**src/rtl/core/ltc_pkg.sv**
```systemverilog
// Shared types, codes and helpers for the link training controller.
// No dependencies.
package ltc_pkg;

    localparam int CMD_DEPTH_DEF = 2;
    localparam int OUT_DEPTH_DEF = 2;
    localparam int CFG_IDX_W     = 3;
    localparam int CFG_DATA_W    = 8;

    typedef enum logic [CFG_IDX_W-1:0] {
        CFG_TPS3        = 3'd0,
        CFG_MAX_SWING   = 3'd1,
        CFG_START_LANES = 3'd2,
        CFG_SAME_LIMIT  = 3'd3,
        CFG_EQ_TRIES    = 3'd4,
        CFG_STEP_LIMIT  = 3'd5
    } t_cfg_idx;

    localparam logic REQ_START = 1'b0;

    localparam logic [1:0] ST_TRAINING = 2'd0;
    localparam logic [1:0] ST_SUCCESS  = 2'd1;
    localparam logic [1:0] ST_FAILURE  = 2'd2;
    localparam logic [1:0] ST_TIMEOUT  = 2'd3;

    localparam logic [1:0] PHASE_IDLE = 2'd0;
    localparam logic [1:0] PHASE_CR   = 2'd1;
    localparam logic [1:0] PHASE_EQ   = 2'd2;

    localparam logic [1:0] PAT_OFF  = 2'd0;
    localparam logic [1:0] PAT_TPS1 = 2'd1;
    localparam logic [1:0] PAT_TPS2 = 2'd2;
    localparam logic [1:0] PAT_TPS3 = 2'd3;

    localparam logic [1:0] RATE_162 = 2'd0;
    localparam logic [1:0] RATE_270 = 2'd1;
    localparam logic [1:0] RATE_540 = 2'd2;

    localparam logic [2:0] SWING_NONE = 3'd7;
    localparam logic [2:0] LANES_MIN  = 3'd1;
    localparam logic [2:0] LANES_MAX  = 3'd4;

    typedef struct packed {
        logic       tps3;
        logic [1:0] max_swing;
        logic [2:0] start_lanes;
        logic [3:0] same_limit;
        logic [3:0] eq_tries;
        logic [7:0] step_limit;
    } t_cfg;

    typedef struct packed {
        logic       is_start;
        logic       cr_done;
        logic       eq_done;
        logic [1:0] swing;
        logic [1:0] preemph;
        logic       link_ok;
    } t_cmd;

    typedef struct packed {
        logic [1:0] status;
        logic [1:0] phase;
        logic [1:0] pattern;
        logic       scramble_off;
        logic [1:0] link_rate;
        logic [2:0] lane_count;
        logic [1:0] drive_swing;
        logic [1:0] drive_preemph;
    } t_result;

    function automatic logic [7:0] sat_inc8(input logic [7:0] v);
        return (v == 8'hFF) ? v : v + 8'd1;
    endfunction

endpackage

```
**src/rtl/core/link_training_controller.sv**
```systemverilog
// Link training controller, top level: config registers, front and back ends.
// Throughput: one item per cycle unless the command or result queue is full.
// An accepted item is written to the command queue; the back end then takes it,
// updates its state and writes the result queue; the result ports show its head.
// Reset: synchronous, active low; clears state and queues.
// Depends on ltc_pkg, ltc_front, ltc_back.
module link_training_controller import ltc_pkg::*; #(
    parameter int CMD_DEPTH = CMD_DEPTH_DEF,
    parameter int OUT_DEPTH = OUT_DEPTH_DEF
) (
    input  logic                  i_clk,
    input  logic                  i_rst_n,
    input  logic                  i_cfg_we,
    input  logic [CFG_IDX_W-1:0]  i_cfg_idx,
    input  logic [CFG_DATA_W-1:0] i_cfg_data,
    input  logic                  push,
    output logic                  full,
    input  logic                  i_req_type,
    input  logic                  i_cr_done,
    input  logic                  i_eq_done,
    input  logic [1:0]            i_requested_swing,
    input  logic [1:0]            i_requested_preemph,
    input  logic                  i_link_ok,
    output logic                  empty,
    input  logic                  pop,
    output logic [1:0]            o_status,
    output logic [1:0]            o_phase,
    output logic [1:0]            o_pattern,
    output logic                  o_scramble_off,
    output logic [1:0]            o_link_rate,
    output logic [2:0]            o_lane_count,
    output logic [1:0]            o_drive_swing,
    output logic [1:0]            o_drive_preemph
);
    t_cfg    r_cfg;
    logic    cmd_valid, cmd_pop;
    t_cmd    cmd;
    t_result result;

    always_ff @(posedge i_clk) begin
        if (!i_rst_n) begin
            r_cfg.tps3        <= 1'b0;
            r_cfg.max_swing   <= 2'd3;
            r_cfg.start_lanes <= 3'd2;
            r_cfg.same_limit  <= 4'd5;
            r_cfg.eq_tries    <= 4'd5;
            r_cfg.step_limit  <= 8'd100;
        end else if (i_cfg_we) begin
            case (t_cfg_idx'(i_cfg_idx))
                CFG_TPS3:        r_cfg.tps3        <= i_cfg_data[0];
                CFG_MAX_SWING:   r_cfg.max_swing   <= i_cfg_data[1:0];
                CFG_START_LANES: r_cfg.start_lanes <= i_cfg_data[2:0];
                CFG_SAME_LIMIT:  r_cfg.same_limit  <= i_cfg_data[3:0];
                CFG_EQ_TRIES:    r_cfg.eq_tries    <= i_cfg_data[3:0];
                CFG_STEP_LIMIT:  r_cfg.step_limit  <= i_cfg_data[7:0];
                default: ;
            endcase
        end
    end

    ltc_front #(.DEPTH(CMD_DEPTH)) u_front (
        .i_clk               (i_clk),
        .i_rst_n             (i_rst_n),
        .push                (push),
        .full                (full),
        .i_req_type          (i_req_type),
        .i_cr_done           (i_cr_done),
        .i_eq_done           (i_eq_done),
        .i_requested_swing   (i_requested_swing),
        .i_requested_preemph (i_requested_preemph),
        .i_link_ok           (i_link_ok),
        .o_cmd_valid         (cmd_valid),
        .o_cmd               (cmd),
        .i_cmd_pop           (cmd_pop)
    );

    ltc_back #(.DEPTH(OUT_DEPTH)) u_back (
        .i_clk       (i_clk),
        .i_rst_n     (i_rst_n),
        .i_cfg       (r_cfg),
        .i_cmd_valid (cmd_valid),
        .i_cmd       (cmd),
        .o_cmd_pop   (cmd_pop),
        .empty       (empty),
        .pop         (pop),
        .o_result    (result)
    );

    assign o_status        = result.status;
    assign o_phase         = result.phase;
    assign o_pattern       = result.pattern;
    assign o_scramble_off  = result.scramble_off;
    assign o_link_rate     = result.link_rate;
    assign o_lane_count    = result.lane_count;
    assign o_drive_swing   = result.drive_swing;
    assign o_drive_preemph = result.drive_preemph;

endmodule

```
**src/rtl/core/ltc_front.sv**
```systemverilog
// Front end: accepts items, decodes them into commands, queues them.
// Depends on ltc_pkg.
module ltc_front import ltc_pkg::*; #(
    parameter int DEPTH = CMD_DEPTH_DEF
) (
    input  logic       i_clk,
    input  logic       i_rst_n,
    input  logic       push,
    output logic       full,
    input  logic       i_req_type,
    input  logic       i_cr_done,
    input  logic       i_eq_done,
    input  logic [1:0] i_requested_swing,
    input  logic [1:0] i_requested_preemph,
    input  logic       i_link_ok,
    output logic       o_cmd_valid,
    output t_cmd       o_cmd,
    input  logic       i_cmd_pop
);
    localparam int PTR_W = (DEPTH > 1) ? $clog2(DEPTH) : 1;
    localparam int CNT_W = $clog2(DEPTH + 1);

    t_cmd             r_mem [DEPTH];
    logic [PTR_W-1:0] r_wr_ptr, n_wr_ptr;
    logic [PTR_W-1:0] r_rd_ptr, n_rd_ptr;
    logic [CNT_W-1:0] r_count, n_count;
    t_cmd             w_cmd;
    logic             w_push, w_pop;

    always_comb begin
        w_cmd.is_start = (i_req_type == REQ_START);
        w_cmd.cr_done  = i_cr_done;
        w_cmd.eq_done  = i_eq_done;
        w_cmd.swing    = i_requested_swing;
        w_cmd.preemph  = i_requested_preemph;
        w_cmd.link_ok  = i_link_ok;
    end

    assign full        = (r_count == CNT_W'(DEPTH));
    assign o_cmd_valid = (r_count != '0);
    assign o_cmd       = r_mem[r_rd_ptr];
    assign w_push      = push && !full;
    assign w_pop       = i_cmd_pop && o_cmd_valid;

    always_comb begin
        n_wr_ptr = r_wr_ptr;
        n_rd_ptr = r_rd_ptr;
        if (w_push) begin
            n_wr_ptr = (r_wr_ptr == PTR_W'(DEPTH - 1)) ? '0 : r_wr_ptr + 1'b1;
        end
        if (w_pop) begin
            n_rd_ptr = (r_rd_ptr == PTR_W'(DEPTH - 1)) ? '0 : r_rd_ptr + 1'b1;
        end
        n_count = r_count + CNT_W'(w_push) - CNT_W'(w_pop);
    end

    always_ff @(posedge i_clk) begin
        if (!i_rst_n) begin
            r_wr_ptr <= '0;
            r_rd_ptr <= '0;
            r_count  <= '0;
        end else begin
            r_wr_ptr <= n_wr_ptr;
            r_rd_ptr <= n_rd_ptr;
            r_count  <= n_count;
        end
    end

    always_ff @(posedge i_clk) begin
        if (w_push) begin
            r_mem[r_wr_ptr] <= w_cmd;
        end
    end

endmodule

```
**src/rtl/core/ltc_back.sv**
```systemverilog
// Back end: training state machine, one command per cycle while the result queue has room, result queue.
// Depends on ltc_pkg.
module ltc_back import ltc_pkg::*; #(
    parameter int DEPTH = OUT_DEPTH_DEF
) (
    input  logic    i_clk,
    input  logic    i_rst_n,
    input  t_cfg    i_cfg,
    input  logic    i_cmd_valid,
    input  t_cmd    i_cmd,
    output logic    o_cmd_pop,
    output logic    empty,
    input  logic    pop,
    output t_result o_result
);
    localparam int PTR_W = (DEPTH > 1) ? $clog2(DEPTH) : 1;
    localparam int CNT_W = $clog2(DEPTH + 1);

    typedef enum logic [1:0] {
        S_IDLE = PHASE_IDLE,
        S_CR   = PHASE_CR,
        S_EQ   = PHASE_EQ
    } t_phase;

    t_phase     r_phase, n_phase;
    logic [1:0] r_rate, n_rate;
    logic [2:0] r_lanes, n_lanes;
    logic [2:0] r_prev, n_prev;
    logic [3:0] r_same, n_same;
    logic [3:0] r_eq_left, n_eq_left;
    logic [7:0] r_steps, n_steps;
    logic [1:0] r_swing, n_swing;
    logic [1:0] r_preemph, n_preemph;
    logic [1:0] r_pat, n_pat;
    logic [1:0] r_outcome, n_outcome;

    t_result          r_mem [DEPTH];
    logic [PTR_W-1:0] r_wr_ptr, n_wr_ptr;
    logic [PTR_W-1:0] r_rd_ptr, n_rd_ptr;
    logic [CNT_W-1:0] r_count, n_count;

    logic       w_take, w_out_full, w_pop;
    logic       do_fb, do_eq, do_cr;
    logic [7:0] s1, s2, s3;
    logic [3:0] same_nxt, eq_dec;
    t_result    w_result;

    assign w_out_full = (r_count == CNT_W'(DEPTH));
    assign w_take     = i_cmd_valid && !w_out_full;
    assign o_cmd_pop  = w_take;
    assign empty      = (r_count == '0);
    assign w_pop      = pop && !empty;
    assign o_result   = r_mem[r_rd_ptr];

    always_comb begin
        n_phase   = r_phase;
        n_rate    = r_rate;
        n_lanes   = r_lanes;
        n_prev    = r_prev;
        n_same    = r_same;
        n_eq_left = r_eq_left;
        n_steps   = r_steps;
        n_swing   = r_swing;
        n_preemph = r_preemph;
        n_pat     = r_pat;
        n_outcome = r_outcome;
        do_fb     = 1'b0;
        do_eq     = 1'b0;
        do_cr     = 1'b0;
        same_nxt  = r_same;
        s1        = sat_inc8(r_steps);
        s2        = sat_inc8(s1);
        s3        = sat_inc8(s2);
        eq_dec    = r_eq_left - 4'(r_eq_left != '0);

        if (i_cmd.is_start) begin
            if (i_cfg.start_lanes < LANES_MIN) begin
                n_lanes = LANES_MIN;
            end else if (i_cfg.start_lanes > LANES_MAX) begin
                n_lanes = LANES_MAX;
            end else begin
                n_lanes = i_cfg.start_lanes;
            end
            n_rate    = RATE_540;
            n_steps   = '0;
            n_outcome = ST_TRAINING;
            do_cr     = 1'b1;
        end else if (r_phase == S_CR) begin
            n_swing   = i_cmd.swing;
            n_preemph = i_cmd.preemph;
            if (i_cmd.cr_done) begin
                do_eq = 1'b1;
            end else begin
                if (r_prev == {1'b0, i_cmd.swing}) begin
                    same_nxt = (r_same == 4'hF) ? r_same : r_same + 4'd1;
                end else begin
                    same_nxt = '0;
                    n_prev   = {1'b0, i_cmd.swing};
                end
                n_same = same_nxt;
                if (same_nxt >= i_cfg.same_limit || i_cmd.swing == i_cfg.max_swing) begin
                    do_fb = 1'b1;
                end
            end
        end else if (r_phase == S_EQ) begin
            n_swing   = i_cmd.swing;
            n_preemph = i_cmd.preemph;
            if (!i_cmd.cr_done) begin
                do_fb = 1'b1;
            end else if (i_cmd.eq_done) begin
                n_phase = S_IDLE;
                if (i_cmd.link_ok) begin
                    n_pat     = PAT_OFF;
                    n_outcome = ST_SUCCESS;
                end else begin
                    n_outcome = ST_FAILURE;
                end
            end else begin
                n_eq_left = eq_dec;
                if (eq_dec == '0) begin
                    do_fb = 1'b1;
                end
            end
        end

        if (do_eq) begin
            n_steps = s1;
            if (s1 >= i_cfg.step_limit) begin
                n_phase   = S_IDLE;
                n_outcome = ST_TIMEOUT;
            end else begin
                n_phase   = S_EQ;
                n_pat     = i_cfg.tps3 ? PAT_TPS3 : PAT_TPS2;
                n_eq_left = (i_cfg.eq_tries != '0) ? i_cfg.eq_tries : 4'd1;
            end
        end

        // Each leg of the fallback counts transitions and may time out midway.
        if (do_fb) begin
            n_steps = s1;
            if (s1 >= i_cfg.step_limit) begin
                n_phase   = S_IDLE;
                n_outcome = ST_TIMEOUT;
            end else if (r_rate == RATE_540 || r_rate == RATE_270) begin
                n_rate  = r_rate - 2'd1;
                n_steps = s2;
                if (s2 >= i_cfg.step_limit) begin
                    n_phase   = S_IDLE;
                    n_outcome = ST_TIMEOUT;
                end else begin
                    do_cr = 1'b1;
                end
            end else begin
                n_steps = s2;
                if (s2 >= i_cfg.step_limit) begin
                    n_phase   = S_IDLE;
                    n_outcome = ST_TIMEOUT;
                end else if (r_lanes <= LANES_MIN) begin
                    n_phase   = S_IDLE;
                    n_outcome = ST_FAILURE;
                end else begin
                    n_lanes = r_lanes - 3'd1;
                    n_rate  = RATE_540;
                    n_steps = s3;
                    if (s3 >= i_cfg.step_limit) begin
                        n_phase   = S_IDLE;
                        n_outcome = ST_TIMEOUT;
                    end else begin
                        do_cr = 1'b1;
                    end
                end
            end
        end

        if (do_cr) begin
            n_phase   = S_CR;
            n_swing   = '0;
            n_preemph = '0;
            n_prev    = SWING_NONE;
            n_same    = '0;
            n_pat     = PAT_TPS1;
        end

        w_result.status        = (n_phase != S_IDLE) ? ST_TRAINING : n_outcome;
        w_result.phase         = n_phase;
        w_result.pattern       = n_pat;
        w_result.scramble_off  = (n_pat != PAT_OFF);
        w_result.link_rate     = n_rate;
        w_result.lane_count    = n_lanes;
        w_result.drive_swing   = n_swing;
        w_result.drive_preemph = n_preemph;
    end

    always_comb begin
        n_wr_ptr = r_wr_ptr;
        n_rd_ptr = r_rd_ptr;
        if (w_take) begin
            n_wr_ptr = (r_wr_ptr == PTR_W'(DEPTH - 1)) ? '0 : r_wr_ptr + 1'b1;
        end
        if (w_pop) begin
            n_rd_ptr = (r_rd_ptr == PTR_W'(DEPTH - 1)) ? '0 : r_rd_ptr + 1'b1;
        end
        n_count = r_count + CNT_W'(w_take) - CNT_W'(w_pop);
    end

    always_ff @(posedge i_clk) begin
        if (!i_rst_n) begin
            r_phase   <= S_IDLE;
            r_rate    <= RATE_540;
            r_lanes   <= 3'd2;
            r_prev    <= SWING_NONE;
            r_same    <= '0;
            r_eq_left <= '0;
            r_steps   <= '0;
            r_swing   <= '0;
            r_preemph <= '0;
            r_pat     <= PAT_OFF;
            r_outcome <= ST_TRAINING;
            r_wr_ptr  <= '0;
            r_rd_ptr  <= '0;
            r_count   <= '0;
        end else begin
            if (w_take) begin
                r_phase   <= n_phase;
                r_rate    <= n_rate;
                r_lanes   <= n_lanes;
                r_prev    <= n_prev;
                r_same    <= n_same;
                r_eq_left <= n_eq_left;
                r_steps   <= n_steps;
                r_swing   <= n_swing;
                r_preemph <= n_preemph;
                r_pat     <= n_pat;
                r_outcome <= n_outcome;
            end
            r_wr_ptr <= n_wr_ptr;
            r_rd_ptr <= n_rd_ptr;
            r_count  <= n_count;
        end
    end

    always_ff @(posedge i_clk) begin
        if (w_take) begin
            r_mem[r_wr_ptr] <= w_result;
        end
    end

endmodule

```
**config.mk**
```make
export PLATFORM = sky130hd
export DESIGN_NAME = link_training_controller
export DESIGN_NICKNAME = d
export VERILOG_FILES = /design/src/rtl/core/ltc_pkg.sv /design/src/rtl/core/link_training_controller.sv /design/src/rtl/core/ltc_front.sv /design/src/rtl/core/ltc_back.sv
export SDC_FILE = /design/constraint.sdc
export NUM_CORES = 1
export LEC_CHECK = 0
export ABC_AREA = 1
export BUFFER_PORTS_ARGS = -buffer_cell sky130_fd_sc_hd__buf_2
export CELL_PAD_IN_SITES_DETAIL_PLACEMENT = 0
export CELL_PAD_IN_SITES_GLOBAL_PLACEMENT = 1
export CORE_UTILIZATION = 50
export CTS_BUF_LIST = sky130_fd_sc_hd__clkbuf_4
export CTS_CLUSTER_DIAMETER = 50
export DETAILED_ROUTE_END_ITERATION = 8
export GPL_ROUTABILITY_DRIVEN = 1
export PLACE_DENSITY = 0.94
export SLEW_MARGIN = 5
export SYNTH_ARGS = -nofsm -noshare
export SYNTH_HDL_FRONTEND = slang
export SYNTH_SLANG_ARGS = --single-unit
```
**constraint.sdc**
```tcl
create_clock -name i_clk -period 8.4 [get_ports i_clk]
set_input_delay 1.26 -clock i_clk [delete_from_list [all_inputs] [get_ports i_clk]]
set_output_delay 1.26 -clock i_clk [all_outputs]
set_load 0.05 [all_outputs]
```
=== Word-level counts from Yosys, hierarchy flattened ===
Memory sizes are Yosys's and may differ from the RTL's. A register that Yosys moved wholly into a read port is not among the register bits.
Index checks and enable logic that the tools add are counted.

* $lt $le $gt $ge: 7
* Equality and inequality tests: 20
* Mux-type cells: 126
* Reductions and logical operators: 28
* Add/sub/neg operators: 15
* Bitwise operators: 1

{| class="wikitable"
|+ Operators by type and width
! kind !! number
|-
| 2-bit 2-to-1 mux || 54
|-
| 8-bit 2-to-1 mux || 10
|-
| 4-bit 2-to-1 mux || 17
|-
| 3-bit 2-to-1 mux || 13
|-
| 1-bit 2-to-1 mux || 32
|-
| 8-bit by 1-bit adder with 8-bit output, second input constant || 3
|-
| 8-bit equality test, second input constant || 3
|-
| 8-bit >= comparator || 3
|-
| 2-bit AND reduction || 7
|-
| 2-bit equality test, second input constant || 4
|-
| 2-bit nonzero test || 4
|-
| 4-bit nonzero test || 2
|-
| 3-bit by 2-bit equality test with 1-bit output, second input constant || 2
|-
| 3-bit equality test, second input constant || 2
|-
| 5-bit AND reduction || 1
|-
| 1-bit adder, second input constant || 4
|-
| 2-bit by 1-bit adder with 2-bit output || 2
|-
| 4-bit by 1-bit adder with 4-bit output, second input constant || 1
|-
| 2-bit by 1-bit equality test with 1-bit output, second input constant || 2
|-
| 4-bit equality test, second input constant || 1
|-
| 4-bit >= comparator || 1
|-
| 1-bit logical AND || 4
|-
| 4-bit zero test || 1
|-
| 2-bit by 1-bit != test with 1-bit output, second input constant || 2
|-
| other kinds (18) || 22
|}

* Memories kept: 2
* Flip-flop bits (word level): 64
* Word-level logic and storage cells: 222
* Output and inout port bits: 18
* RAM bits: 48
* Bits of input ports: 24

{| class="wikitable"
|+ Memories
! memory !! words !! width !! read ports !! clocked after Yosys merged registers in !! write ports !! RTL line !! RTL
|-
| u_back.r_mem || 2 || 16 || 1 || 1 || 1 || ltc_back.sv:37 || <nowiki>t_result r_mem [DEPTH];</nowiki>
|-
| u_front.r_mem || 2 || 8 || 1 || 1 || 1 || ltc_front.sv:23 || <nowiki>t_cmd r_mem [DEPTH];</nowiki>
|}

=== Longest topological paths before layout ===
Gate-level depths: netlist of run 1.

* Depth after elaboration: 16
* Mapped depth: 35
* Depth with buffers taken out: 34

=== By module ===
From an unflattened synthesis of run 1, not the netlist that was laid out.

* Cell total of the unflattened synthesis: 876
* Area, all modules: 6816.5 um2

{| class="wikitable"
|+ By module, submodules not included
! module !! seq. area each (um2) !! area an instance (um2) !! cells each !! instances
|-
| ltc_back || 1741.7 || 5041.1 || 678 || 1
|-
| link_training_controller || 440.4 || 909.6 || 134 || 1
|-
| ltc_front || 580.6 || 865.8 || 64 || 1
|}

=== Least setup slack after synthesis of run 1 ===
No wires, ideal clock.

* Path type: reg2reg
* Start: reg u_back.r_steps[0]
* End: mem u_back.r_mem[0][9] in the netlist's numbering, data pin
* Path buffers: 2
* Clock period less this slack: 4265 ps
* Arrival: 3992 ps
* Slack: 4135 ps
* Required time: 8127 ps
* Cell stages (with the launch flop): 33
* Setup time: 273 ps
* Cells stage by stage: dfxtp_1 -> ha_1 -> nand2_2 -> nor2_4 -> nand2_4 -> o21a_1 -> inv_1 -> ha_1 -> nand3_4 -> clkinv_2 -> nand3_4 -> nand2_1 -> nand2_2 -> inv_2 -> ha_1 -> nand3_4 -> nor2_4 -> nand3_2 -> buf_6 -> nand2_1 -> o21ai_0 -> ha_1 -> a21oi_1 -> o21ai_0 -> nand2_1 -> o2111ai_1 -> nand2_1 -> nand3_1 -> nand2_1 -> inv_1 -> buf_2 -> nand2_1 -> nand3_1

{| class="wikitable"
|+ RTL lines
! element !! RTL line !! RTL
|-
| start: declaration || ltc_back.sv:31 || <nowiki>logic [7:0] r_steps, n_steps;</nowiki>
|-
| start signal: assignment || ltc_back.sv:230 || <nowiki>r_steps <= n_steps;</nowiki>
|-
| end: declaration || ltc_back.sv:37 ||
|}

=== Worst setup path after layout of run 1 ===
* Start: reg u_back.r_steps[0]
* End: reg u_back.r_same[0]

* Cells in the longest elaborated chain, start to end: 15
* Elaborated cells on any way between the ends: 24
* Those cells by class: add/sub: 3; order compare: 3; eq/ne: 5; mux: 11; reduce/logical: 2

{| class="wikitable"
|+ RTL lines
! element !! RTL line !! RTL
|-
| 8-bit by 1-bit adder with 8-bit output / 8-bit equality test (equally long branches) || ltc_pkg.sv:73 || <nowiki>return (v == 8'hFF) ? v : v + 8'd1;</nowiki>
|-
| 8-bit 2-to-1 mux * || ltc_pkg.sv:73 ||
|-
| 8-bit by 1-bit adder with 8-bit output / 8-bit equality test (equally long branches) || ltc_pkg.sv:73 ||
|-
| 8-bit 2-to-1 mux || ltc_pkg.sv:73 ||
|-
| 8-bit by 1-bit adder with 8-bit output / 8-bit equality test (equally long branches) || ltc_pkg.sv:73 ||
|-
| 8-bit 2-to-1 mux || ltc_pkg.sv:73 ||
|-
| 8-bit >= comparator || ltc_back.sv:165 || <nowiki>if (s3 >= i_cfg.step_limit) begin</nowiki>
|-
| 1-bit 2-to-1 mux || ltc_back.sv:165 ||
|-
| 1-bit 2-to-1 mux || ltc_back.sv:158 || <nowiki>end else if (r_lanes <= LANES_MIN) begin</nowiki>
|-
| 1-bit 2-to-1 mux || ltc_back.sv:155 || <nowiki>if (s2 >= i_cfg.step_limit) begin</nowiki>
|-
| 1-bit 2-to-1 mux || ltc_back.sv:144 || <nowiki>end else if (r_rate == RATE_540 || r_rate == RATE_270) begin</nowiki>
|-
| 1-bit 2-to-1 mux * || ltc_back.sv:141 || <nowiki>if (s1 >= i_cfg.step_limit) begin</nowiki>
|-
| 1-bit 2-to-1 mux * || ltc_back.sv:139 || <nowiki>if (do_fb) begin</nowiki>
|-
| 2-bit != test (no source line), or another cell as far along || - ||
|-
| 4-bit AND reduction (no source line) || - ||
|-
| end signal: assignment || ltc_back.sv:228 || <nowiki>r_same <= n_same;</nowiki>
|-
| end: declaration || ltc_back.sv:29 || <nowiki>logic [3:0] r_same, n_same;</nowiki>
|}

Every way passes the cells marked *; elsewhere a longest branch is shown, timed or not.
A chain may end at the register's enable or synchronous reset.

==> report_table.html, run 1 <==
<table>
<tr><th>Metric</th><th>Value</th></tr>
<tr><th colspan="2">Setup path</th></tr>
<tr><td>Worst reg-to-reg setup slack</td><td>3.37 ns</td></tr>
<tr><td>Count of buffering cells on the critical path with inverters included</td><td>4</td></tr>
<tr><td>Launching point of the worst reg2reg path</td><td>u_back.r_steps[0]</td></tr>
<tr><td>Master of the slowest instance on the critical path</td><td>dfxtp_1</td></tr>
<tr><td>Startpoint type of the worst setup path</td><td>flop</td></tr>
<tr><td>Data arrival time at the worst-slack endpoint</td><td>5.49 ns</td></tr>
<tr><td>Critical path's largest stage delay</td><td>0.47 ns</td></tr>
<tr><td>Nature of the critical path endpoint</td><td>flop</td></tr>
<tr><td>Worst Reg-to-Reg Cells</td><td>32</td></tr>
<tr><td>Largest delay contributor family on the critical path</td><td>simple AND/OR/NAND/NOR gates</td></tr>
<tr><td>Crit Path Max Fanout</td><td>12</td></tr>
<tr><td>CP Class</td><td>flop to flop</td></tr>
<tr><td>Required time of the worst setup path</td><td>8.86 ns</td></tr>
<tr><td>Worst flop-to-flop path endpoint</td><td>u_back.r_same[0]</td></tr>
<tr><td>Most common cell on crit path</td><td>nand2_1</td></tr>
<tr><th colspan="2">Timing</th></tr>
<tr><td>Final clock period utilization by the worst path</td><td>between 50% and 60%</td></tr>
<tr><td>Worst-case headroom to the max-slew limit</td><td>approximately half</td></tr>
<tr><td>Measured slew at the worst slew-check pin</td><td>0.731 ns</td></tr>
<tr><td>Number of failing hold endpoints at the final stage</td><td>0</td></tr>
<tr><td>Fin worst setup slack</td><td>around 3.4 ns</td></tr>
<tr><td>Min cycle time layout</td><td>5.03 ns</td></tr>
<tr><td>Setup Total Neg Slack</td><td>0 ns</td></tr>
<tr><td>Unrepaired setup endpoints after global routing</td><td>false</td></tr>
<tr><td>Max Transition Viols Final</td><td>0</td></tr>
<tr><td>Endpoints failing setup</td><td>0</td></tr>
<tr><td>Max Clk Rate</td><td>199 MHz</td></tr>
<tr><td>Final setup skew</td><td>0.0195 ns</td></tr>
<tr><th colspan="2">Final layout</th></tr>
<tr><td>Highest-count cells in the layout ignoring fill and taps</td><td>nand2_1 (185), inv_1 (106), a21oi_1 (75), dfxtp_1 (66), nor2_1 (61)</td></tr>
<tr><td>Fraction of layout cells with a size suffix above 1</td><td>between 10% and 20%</td></tr>
<tr><td>Layout area overhead</td><td>10.6%</td></tr>
<tr><td>Diodes inserted</td><td>0</td></tr>
<tr><td>Non-filler cells in the finished layout</td><td>1065</td></tr>
<tr><td>Number of nets in the layout</td><td>between 900 and 1000</td></tr>
<tr><td>Most common cell after layout, fill and taps aside</td><td>nand2_1</td></tr>
<tr><td>Layout Utilization</td><td>57.3%</td></tr>
<tr><th colspan="2">Logic synthesis</th></tr>
<tr><td>Post-synthesis cell count</td><td>834</td></tr>
<tr><td>Cell area after synthesis</td><td>6620 um^2</td></tr>
<tr><td>Sequential-to-total area share from yosys stat</td><td>41.7%</td></tr>
<tr><td>Synthesized Nets</td><td>roughly 900</td></tr>
<tr><td>Asr flop ratio synth</td><td>0%</td></tr>
<tr><td>Number of synthesized register bits</td><td>114</td></tr>
<tr><td>Count of different cell masters after synthesis</td><td>46</td></tr>
<tr><td>Most frequently used flop master after synthesis</td><td>dfxtp_1</td></tr>
<tr><td>Yosys warnings</td><td>0</td></tr>
<tr><td>Number of synthesized flops with an enable pin</td><td>between 40 and 50</td></tr>
<tr><td>Mean post-synth cell area</td><td>7.93 um^2</td></tr>
<tr><th colspan="2">CTS</th></tr>
<tr><td>Clk_lat worst skew</td><td>about 0.53 ns</td></tr>
<tr><td>Root cell of the clock tree</td><td>clkbuf_4</td></tr>
<tr><td>TritonCTS sink count</td><td>114</td></tr>
<tr><td>Post-CTS setup buffers</td><td>0</td></tr>
<tr><td>Level count of the clock H-tree</td><td>4</td></tr>
<tr><td># resized after CTS</td><td>0</td></tr>
<tr><td>Clock-pin slew of the registers on the worst-case setup and hold paths</td><td>0.11 ns</td></tr>
<tr><td>Maximum number of buffers from clock root to sink</td><td>2</td></tr>
<tr><td>CTS Buf Count</td><td>17</td></tr>
<tr><td># hold bufs at CTS</td><td>0</td></tr>
<tr><td>Clock tree from TritonCTS</td><td>built</td></tr>
<tr><th colspan="2">Floorplanning</th></tr>
<tr><td>X dimension of the die</td><td>117 um</td></tr>
<tr><td>Row count</td><td>41</td></tr>
<tr><td>Initial standard-cell utilization of the core</td><td>between 50 and 60%</td></tr>
<tr><td>Die Area</td><td>13700 um^2</td></tr>
<tr><td>Area of the core</td><td>12800 um^2</td></tr>
<tr><td>Die height</td><td>117 um</td></tr>
<tr><td>Number of placed I/O pins</td><td>42</td></tr>
<tr><th colspan="2">Place</th></tr>
<tr><td>Routability-driven placement congestion ratio</td><td>0.905</td></tr>
<tr><td>Placed Cells</td><td>1033</td></tr>
<tr><td>DP HPWL</td><td>around 11000 um</td></tr>
<tr><td>Total of buffers placed on input and output ports</td><td>between 40 and 50</td></tr>
<tr><td>Worst setup slack after placement</td><td>3.36 ns</td></tr>
<tr><th colspan="2">Drt</th></tr>
<tr><td>Vias after detailed routing</td><td>5545</td></tr>
<tr><td>Number of vias per cell</td><td>5.21</td></tr>
<tr><td>Number of remaining DRC errors</td><td>0</td></tr>
<tr><td>Post-route ant nets</td><td>0</td></tr>
<tr><td>Detailed router's first-iteration violation count</td><td>283</td></tr>
<tr><td>Total iterations of the first detailed-routing run</td><td>5</td></tr>
<tr><td>Routed WL</td><td>15000 um</td></tr>
<tr><td>Detailed-route wire length per cell</td><td>14.0 um</td></tr>
<tr><th colspan="2">Hold path</th></tr>
<tr><td>Hold path start</td><td>u_front.r_rd_ptr</td></tr>
<tr><td>Worst Hold Class</td><td>flop to flop</td></tr>
<tr><td>Hold path depth</td><td>1</td></tr>
<tr><td>Hold Crit Endpoint</td><td>u_front.r_rd_ptr</td></tr>
<tr><th colspan="2">Power</th></tr>
<tr><td>Highest ir drop seen on vdd</td><td>between 150 and 200 uV</td></tr>
<tr><td>Leakage power of the design</td><td>about 3.3 nW</td></tr>
<tr><td>Pwr/cell area</td><td>391 nW/um^2</td></tr>
<tr><th colspan="2">Global route</th></tr>
<tr><td>Pin count of the biggest net entering global routing</td><td>48</td></tr>
<tr><td>Via count of the first global-routing pass</td><td>about 5000</td></tr>
<tr><td>Overflow left after global routing</td><td>0</td></tr>
<tr><td>First-pass GRT wire length</td><td>24600 um</td></tr>
<tr><td>Initial antenna violation count</td><td>0</td></tr>
<tr><td>Global-route total usage across every layer</td><td>23.9%</td></tr>
<tr><th colspan="2">Run</th></tr>
<tr><td>Max Cap Violations</td><td>0</td></tr>
<tr><th colspan="2">Outcome</th></tr>
<tr><td>Status</td><td>finished, final reports clean</td></tr>
</table>
==> logic make-up after synthesis <==
group | count (synthesis) | share of synthesized area [%]
compound gates | 176 | 14.9
xor+xnor | 15 | 1.99
fa+ha+maj | 41 | 7.75
buf+inv | 135 | 7.96
flops | 114 | 41.7
mux | 17 | 2.89
simple gates | 336 | 22.7
==> cells in the mapped netlist, types with 2 or more instances <==
| master | instances | area share, % |
|---|---|---|
| edfxtp_1 | 48 | 22 |
| a211oi_1 | 2 | 0.23 |
| a31oi_1 | 6 | 0.57 |
| ha_1 | 41 | 7.8 |
| o31ai_1 | 4 | 0.45 |
| mux2_2 | 17 | 2.9 |
| o211ai_1 | 10 | 1.1 |
| clkbuf_1 | 13 | 0.74 |
| o21bai_1 | 2 | 0.23 |
| o21ai_0 | 52 | 3.9 |
| nor2_4 | 3 | 0.51 |
| nand4_1 | 12 | 1.1 |
| clkinv_1 | 3 | 0.17 |
| or2_2 | 3 | 0.28 |
| nand2_1 | 185 | 10 |
| nand2_2 | 16 | 1.5 |
| nand3_1 | 39 | 2.9 |
| a21oi_1 | 75 | 5.7 |
| a21oi_2 | 4 | 0.53 |
| buf_4 | 2 | 0.23 |
| o21a_1 | 2 | 0.23 |
| inv_1 | 106 | 6.0 |
| nor2_1 | 61 | 3.5 |
| nand3_4 | 3 | 0.79 |
| buf_2 | 3 | 0.23 |
| nand3_2 | 4 | 0.61 |
| inv_2 | 6 | 0.34 |
| o22ai_1 | 4 | 0.38 |
| xor2_1 | 9 | 1.2 |
| nor2_2 | 5 | 0.47 |
| dfxtp_1 | 66 | 20 |
| nor3_1 | 2 | 0.15 |
| a21boi_0 | 2 | 0.23 |
| o21ai_1 | 7 | 0.53 |
| xnor2_1 | 6 | 0.79 |
==> metrics by stage <==
step / area [um^2] / total power [W] / hold WS, ns
floorplan: 6620 / 0.00205 / 0.420
global placement: 6990 / 0.00239 / 0.437
detailed placement: 6990 / 0.00240 / 0.441
CTS: 7320 / 0.00287 / 0.462
global route: 7320 / 0.00311 / 0.497
finish: 7320 / 0.00286 / 0.459
==> per-layer routing <==
metal  GRT usage [%]  up-vias  part of all wire [%]
met3            5.25       26                   4.2
li1                -     2891                     -
met5               0        -                     0
met2            38.6      124                    46
met1            31.5     2504                    48
met4            9.11        0                   1.8
==> power by group <==
part           total, W  switching [W]  leakage, nW  internal, W
combinational   0.00153        0.00106         2.16     0.000467
clock          0.000463       0.000224        0.171     0.000239
sequential     0.000871      0.0000951        0.990     0.000776
==> worst reg2reg max path: cells and delay by family (launching register included) <==
family                   cells  cell delay, ns
adder cells (fa/ha/maj)      4            0.99
AND/OR/NAND/NOR             18            2.19
buffers and inverters        4            0.62
flip-flops                   1            0.47
AO/OA/AOI/OAI                6            0.72
==> flip-flops by register name, indices dropped and copies added (netlist names), named ones only <==
| signal | cells |
|---|---|
| u_front.r_count | 2 |
| u_front.r_rd_ptr | 1 |
| u_front.r_wr_ptr | 1 |
| u_front.r_mem | 16 |
| u_back.r_wr_ptr | 1 |
| u_back.r_rate | 2 |
| u_back.r_phase | 2 |
| u_back.r_prev | 3 |
| u_back.r_same | 4 |
| u_back.r_swing | 2 |
| u_back.r_eq_left | 4 |
| u_back.r_count | 2 |
| u_back.r_lanes | 3 |
| u_back.r_steps | 8 |
| u_back.r_preemph | 2 |
| u_back.r_rd_ptr | 1 |
| u_back.r_mem | 32 |
| r_cfg | 22 |
| u_back.r_pat | 2 |
| u_back.r_outcome | 2 |
==> worst max-delay path by stage <==
stage	startpoint	to	slack, ns	cells after the start
after floorplan	u_back.r_steps[0]	u_back.r_mem[0][9]	4.13	32
after global placement	u_back.r_steps[0]	u_back.r_same[3]	3.52	33
after detailed placement	u_back.r_steps[0]	u_back.r_same[0]	3.36	32
after global routing	u_back.r_steps[0]	u_back.r_same[3]	2.81	33
final	u_back.r_steps[0]	u_back.r_same[0]	3.37	32
after CTS	u_back.r_steps[0]	u_back.r_same[0]	3.36	32
==> cell type report <==
class	instances	area, um^2
fill	1173	5460
multi-input combinational	585	3330
sequential	114	2760
inverter	116	437
timing repair buffer	46	243
tap	172	215
clock inverter	15	205
clock buffer	17	128
No activity file was read; power rests on OpenSTA's default activity.
==> inputs of run 2 (changes only) <==
--- a/config.mk
+++ b/config.mk
@@ -9,12 +9,12 @@
 export BUFFER_PORTS_ARGS = -buffer_cell sky130_fd_sc_hd__buf_2
 export CELL_PAD_IN_SITES_DETAIL_PLACEMENT = 0
 export CELL_PAD_IN_SITES_GLOBAL_PLACEMENT = 1
-export CORE_UTILIZATION = 50
+export CORE_UTILIZATION = 47
 export CTS_BUF_LIST = sky130_fd_sc_hd__clkbuf_4
 export CTS_CLUSTER_DIAMETER = 50
 export DETAILED_ROUTE_END_ITERATION = 8
 export GPL_ROUTABILITY_DRIVEN = 1
-export PLACE_DENSITY = 0.94
+export PLACE_DENSITY = 0.9
 export SLEW_MARGIN = 5
 export SYNTH_ARGS = -nofsm -noshare
 export SYNTH_HDL_FRONTEND = slang
==> constraint.sdc (replaced) <==
create_clock -name i_clk -period 4.95 [get_ports i_clk]
set_input_delay 0.7425 -clock i_clk [delete_from_list [all_inputs] [get_ports i_clk]]
set_output_delay 0.7425 -clock i_clk [all_outputs]
set_load 0.05 [all_outputs]
==> run 2 against run 1 <==
Maximum frequency up 10%. Clock skew grew 0.0014 ns. Register-to-register slack worse by 3.0 ns. Global-route usage fell by 1.7 points. Sequential power up 69%. Highest routed layer unchanged.
==> report_table.html, run 2 (synthesis results as in run 1) <==
<table>
<tr><th>Metric</th><th>Value</th></tr>
<tr><th colspan="2">Outcome</th></tr>
<tr><td>Status</td><td>finished, final reports clean</td></tr>
<tr><th colspan="2">Final layout</th></tr>
<tr><td>Largest register by flop count</td><td>u_back.r_mem</td></tr>
<tr><td>Highest-count cells in the layout ignoring fill and taps</td><td>nand2_1 (182), inv_1 (105), a21oi_1 (75), dfxtp_1 (65), nor2_1 (61)</td></tr>
<tr><td>Top flop regs</td><td>u_back.r_mem (32), r_cfg (22), u_front.r_mem (16)</td></tr>
<tr><td>Fraction of layout cells with a size suffix above 1</td><td>17.6% (+1.7 points)</td></tr>
<tr><td>Number of nets in the layout</td><td>953 (+0.85%)</td></tr>
<tr><td>Most common cell after layout, fill and taps aside</td><td>nand2_1</td></tr>
<tr><td>Max reg flops</td><td>32 (unchanged)</td></tr>
<tr><td>Layout area overhead</td><td>12.0%</td></tr>
<tr><td>Layout Utilization</td><td>54.9% (-2.4 points)</td></tr>
<tr><th colspan="2">Setup path</th></tr>
<tr><td>CP Class</td><td>flop to flop</td></tr>
<tr><td>Startpoint type of the worst setup path</td><td>flop</td></tr>
<tr><td>Launching point of the worst reg2reg path</td><td>u_back.r_steps[1]</td></tr>
<tr><td>Worst reg-to-reg setup slack</td><td>0.39 ns (-2.98 ns)</td></tr>
<tr><td>Crit Path Max Fanout</td><td>10 (-2)</td></tr>
<tr><td>Worst flop-to-flop path endpoint</td><td>u_back.r_prev[0]</td></tr>
<tr><td>Most common cell on crit path</td><td>nand2_1</td></tr>
<tr><td>Crit. Startpoint</td><td>u_back.r_steps[1]</td></tr>
<tr><td>Nature of the critical path endpoint</td><td>flop</td></tr>
<tr><td>Data arrival time at the worst-slack endpoint</td><td>4.97 ns (-0.52 ns)</td></tr>
<tr><td>Required time of the worst setup path</td><td>5.36 ns (-3.50 ns)</td></tr>
<tr><td>Master of the slowest instance on the critical path</td><td>dfxtp_2</td></tr>
<tr><td>Worst Reg-to-Reg Cells</td><td>32 (unchanged)</td></tr>
<tr><td>Critical path's largest stage delay</td><td>0.38 ns (-0.09 ns)</td></tr>
<tr><td>Critical Path End</td><td>u_back.r_prev[0]</td></tr>
<tr><th colspan="2">Global route</th></tr>
<tr><td>Via count of the first global-routing pass</td><td>5095 (-0.039%)</td></tr>
<tr><td>Initial antenna violation count</td><td>1 (+1)</td></tr>
<tr><td>First-pass GRT wire length</td><td>25000 um (+1.7%)</td></tr>
<tr><td>Overflow left after global routing</td><td>0 (unchanged)</td></tr>
<tr><td>Pin count of the biggest net entering global routing</td><td>48 (unchanged)</td></tr>
<tr><td>Grt met1 use</td><td>31.3% (-0.18 points)</td></tr>
<tr><td>Met3 routing resource usage after global routing</td><td>5.42% (+0.17 points)</td></tr>
<tr><td>Most Crowded Layer GR</td><td>met2</td></tr>
<tr><td>Met2 layer usage reported by global route</td><td>33.1% (-5.5 points)</td></tr>
<tr><td>Global-route total usage across every layer</td><td>22.2% (-1.7 points)</td></tr>
<tr><th colspan="2">Timing</th></tr>
<tr><td>Max Transition Viols Final</td><td>0 (unchanged)</td></tr>
<tr><td>Final setup skew</td><td>0.0209 ns (+0.00142 ns)</td></tr>
<tr><td>Min cycle time layout</td><td>4.56 ns (-0.470 ns)</td></tr>
<tr><td>Max Clk Rate</td><td>219 MHz (+10%)</td></tr>
<tr><td>Final clock period utilization by the worst path</td><td>92.1% (+32 points)</td></tr>
<tr><td>Worst-case headroom to the max-slew limit</td><td>42.8% (-8.4 points)</td></tr>
<tr><td>Measured slew at the worst slew-check pin</td><td>0.858 ns (+0.127 ns)</td></tr>
<tr><td>Fin worst setup slack</td><td>0.389 ns (-2.98 ns)</td></tr>
<tr><td>Endpoints failing setup</td><td>0 (unchanged)</td></tr>
<tr><td>Number of failing hold endpoints at the final stage</td><td>0 (unchanged)</td></tr>
<tr><td>WHS</td><td>0.383 ns (-0.0759 ns)</td></tr>
<tr><th colspan="2">Hold path</th></tr>
<tr><td>Worst Hold Class</td><td>input port to flop</td></tr>
<tr><td>Hold path depth</td><td>1 (unchanged)</td></tr>
<tr><th colspan="2">Power</th></tr>
<tr><td>Pwr/cell area</td><td>668 nW/um^2 (+71%)</td></tr>
<tr><td>Logic gate share of total power</td><td>54.3% (+1.0 points)</td></tr>
<tr><td>Leakage power of the design</td><td>3.35 nW (+1.0%)</td></tr>
<tr><td>Highest ir drop seen on vdd</td><td>319 uV (+80%)</td></tr>
<tr><td>Power share of the sequential group</td><td>29.6% (-0.9 points)</td></tr>
<tr><td>Net Sw Power</td><td>0.00239 W (+73%)</td></tr>
<tr><td>Clock share of power</td><td>16.1% (about the same)</td></tr>
<tr><td>Internal Power</td><td>0.00256 W (+73%)</td></tr>
<tr><td>Sw frac</td><td>48.3% (+0.094 points)</td></tr>
<tr><th colspan="2">CTS</th></tr>
<tr><td>TritonCTS sink count</td><td>114 (unchanged)</td></tr>
<tr><td>Clk_lat worst skew</td><td>0.54 ns (about the same)</td></tr>
<tr><td>Clock tree from TritonCTS</td><td>built</td></tr>
<tr><td>Clock-pin slew of the registers on the worst-case setup and hold paths</td><td>0.12 ns (about the same)</td></tr>
<tr><td>Root cell of the clock tree</td><td>clkbuf_4</td></tr>
<tr><td>Maximum number of buffers from clock root to sink</td><td>2 (unchanged)</td></tr>
<tr><td># hold bufs at CTS</td><td>0 (unchanged)</td></tr>
<tr><td>Level count of the clock H-tree</td><td>4 (unchanged)</td></tr>
<tr><td>CTS Buf Count</td><td>17 (unchanged)</td></tr>
<tr><th colspan="2">Floorplanning</th></tr>
<tr><td>Die height</td><td>121 um (+3.1%)</td></tr>
<tr><td>Number of placed I/O pins</td><td>42 (unchanged)</td></tr>
<tr><td>Die Area</td><td>14600 um^2 (+6.3%)</td></tr>
<tr><td>X dimension of the die</td><td>121 um (+3.1%)</td></tr>
<tr><td>Row count</td><td>42 (+2.4%)</td></tr>
<tr><td>Initial standard-cell utilization of the core</td><td>49.0% (-2.8 points)</td></tr>
<tr><td>Area of the core</td><td>13500 um^2 (+5.7%)</td></tr>
<tr><th colspan="2">Place</th></tr>
<tr><td>Worst setup slack after placement</td><td>0.0734 ns (-3.29 ns)</td></tr>
<tr><td>Routability-driven placement congestion ratio</td><td>0.925 (+2.1%)</td></tr>
<tr><td>Total of buffers placed on input and output ports</td><td>41 (unchanged)</td></tr>
<tr><td>DP HPWL</td><td>11300 um (about the same)</td></tr>
<tr><th colspan="2">Drt</th></tr>
<tr><td>Post-route ant nets</td><td>0 (unchanged)</td></tr>
<tr><td>Total iterations of the first detailed-routing run</td><td>6 (+1)</td></tr>
<tr><td>Number of remaining DRC errors</td><td>0 (unchanged)</td></tr>
<tr><td>Number of vias per cell</td><td>5.22 (+0.26%)</td></tr>
<tr><td>Detailed router's first-iteration violation count</td><td>402 (+42%)</td></tr>
<tr><td>Detailed-route wire length per cell</td><td>14.2 um (+1.0%)</td></tr>
<tr><td>Vias after detailed routing</td><td>5627 (+1.5%)</td></tr>
<tr><td>Routed WL</td><td>15300 um (+2.3%)</td></tr>
<tr><th colspan="2">Run</th></tr>
<tr><td>Max Cap Violations</td><td>0 (unchanged)</td></tr>
</table>
run 2: cell count changes in the layout (fill, tap and decap cells not counted), sizes merged:
cell	delta
inv	+1
clkinvlp	+1
clkinv	-2
buf	+8
diode	+1
run 2: cell type report:
cell class / instances / area [um^2]
clock buffer: 17 / 128
tap: 176 / 220
clock inverter: 15 / 205
antenna: 1 / 2.50
fill: 1302 / 6090
multi-input combinational: 585 / 3350
timing repair buffer: 54 / 303
inverter: 116 / 437
sequential: 114 / 2760
run 2: worst min-delay path by stage:
stage	from	endpoint	slack (ns)
floorplan	u_back.r_prev[2]	u_back.r_prev[2]	0.42
global placement	u_back.r_rd_ptr	u_back.r_rd_ptr	0.43
detailed placement	u_back.r_rd_ptr	flop	0.44
CTS	i_requested_preemph[1]	u_front.r_mem[1][2]	0.35
global route	i_requested_swing[1]	u_front.r_mem[0][4]	0.34
finish	i_requested_preemph[1]	u_front.r_mem[1][2]	0.38
run 2: per-layer routing:
metal / share of wire, % / vias up
li1: - / 2903
met1: 51 / 2567
met2: 43 / 139
met3: 4.8 / 18
met4: 1.4 / 0
met5: 0 / -
run 2: metrics by stage:
| step | power (W) | std cells | instance area (um^2) | TNS [ns] |
|---|---|---|---|---|
| 6_report | 0.00495 | 1078 | 7410 | 0 |
| 5_1_grt | 0.00535 | 1078 | 7410 | -0.00605 |
| 4_1_cts | 0.00493 | 1074 | 7360 | 0 |
| 3_5_place_dp | 0.00412 | 1042 | 7030 | 0 |
| 3_3_place_gp | 0.00410 | 1042 | 7030 | 0 |
| 2_1_floorplan | 0.00348 | 834 | 6620 | 0 |
run 2: power groups by stage:
stage	clock network (W)	registers, W	logic (W)
5_1_grt	0.000849	0.00150	0.00300
6_report	0.000796	0.00147	0.00269
4_1_cts	0.000808	0.00146	0.00265
3_3_place_gp	0	0.00148	0.00262
3_5_place_dp	0	0.00148	0.00264
2_1_floorplan	0	0.00143	0.00205
run 2: timing repair:
item / CTS / global route
setup buffers: 0 / 3
setup endpoints to repair: 0 / 34
gates resized for setup: 0 / 10
run 2: critical path, delay by kind of cell, from the launching register on:
family | cells | cell delay (ns)
AOI/OAI and AO/OA | 5 | 0.61
adders and majority gates | 4 | 0.95
buffers and inverters | 4 | 0.46
DFF | 1 | 0.38
and+or+nand+nor | 19 | 2.01
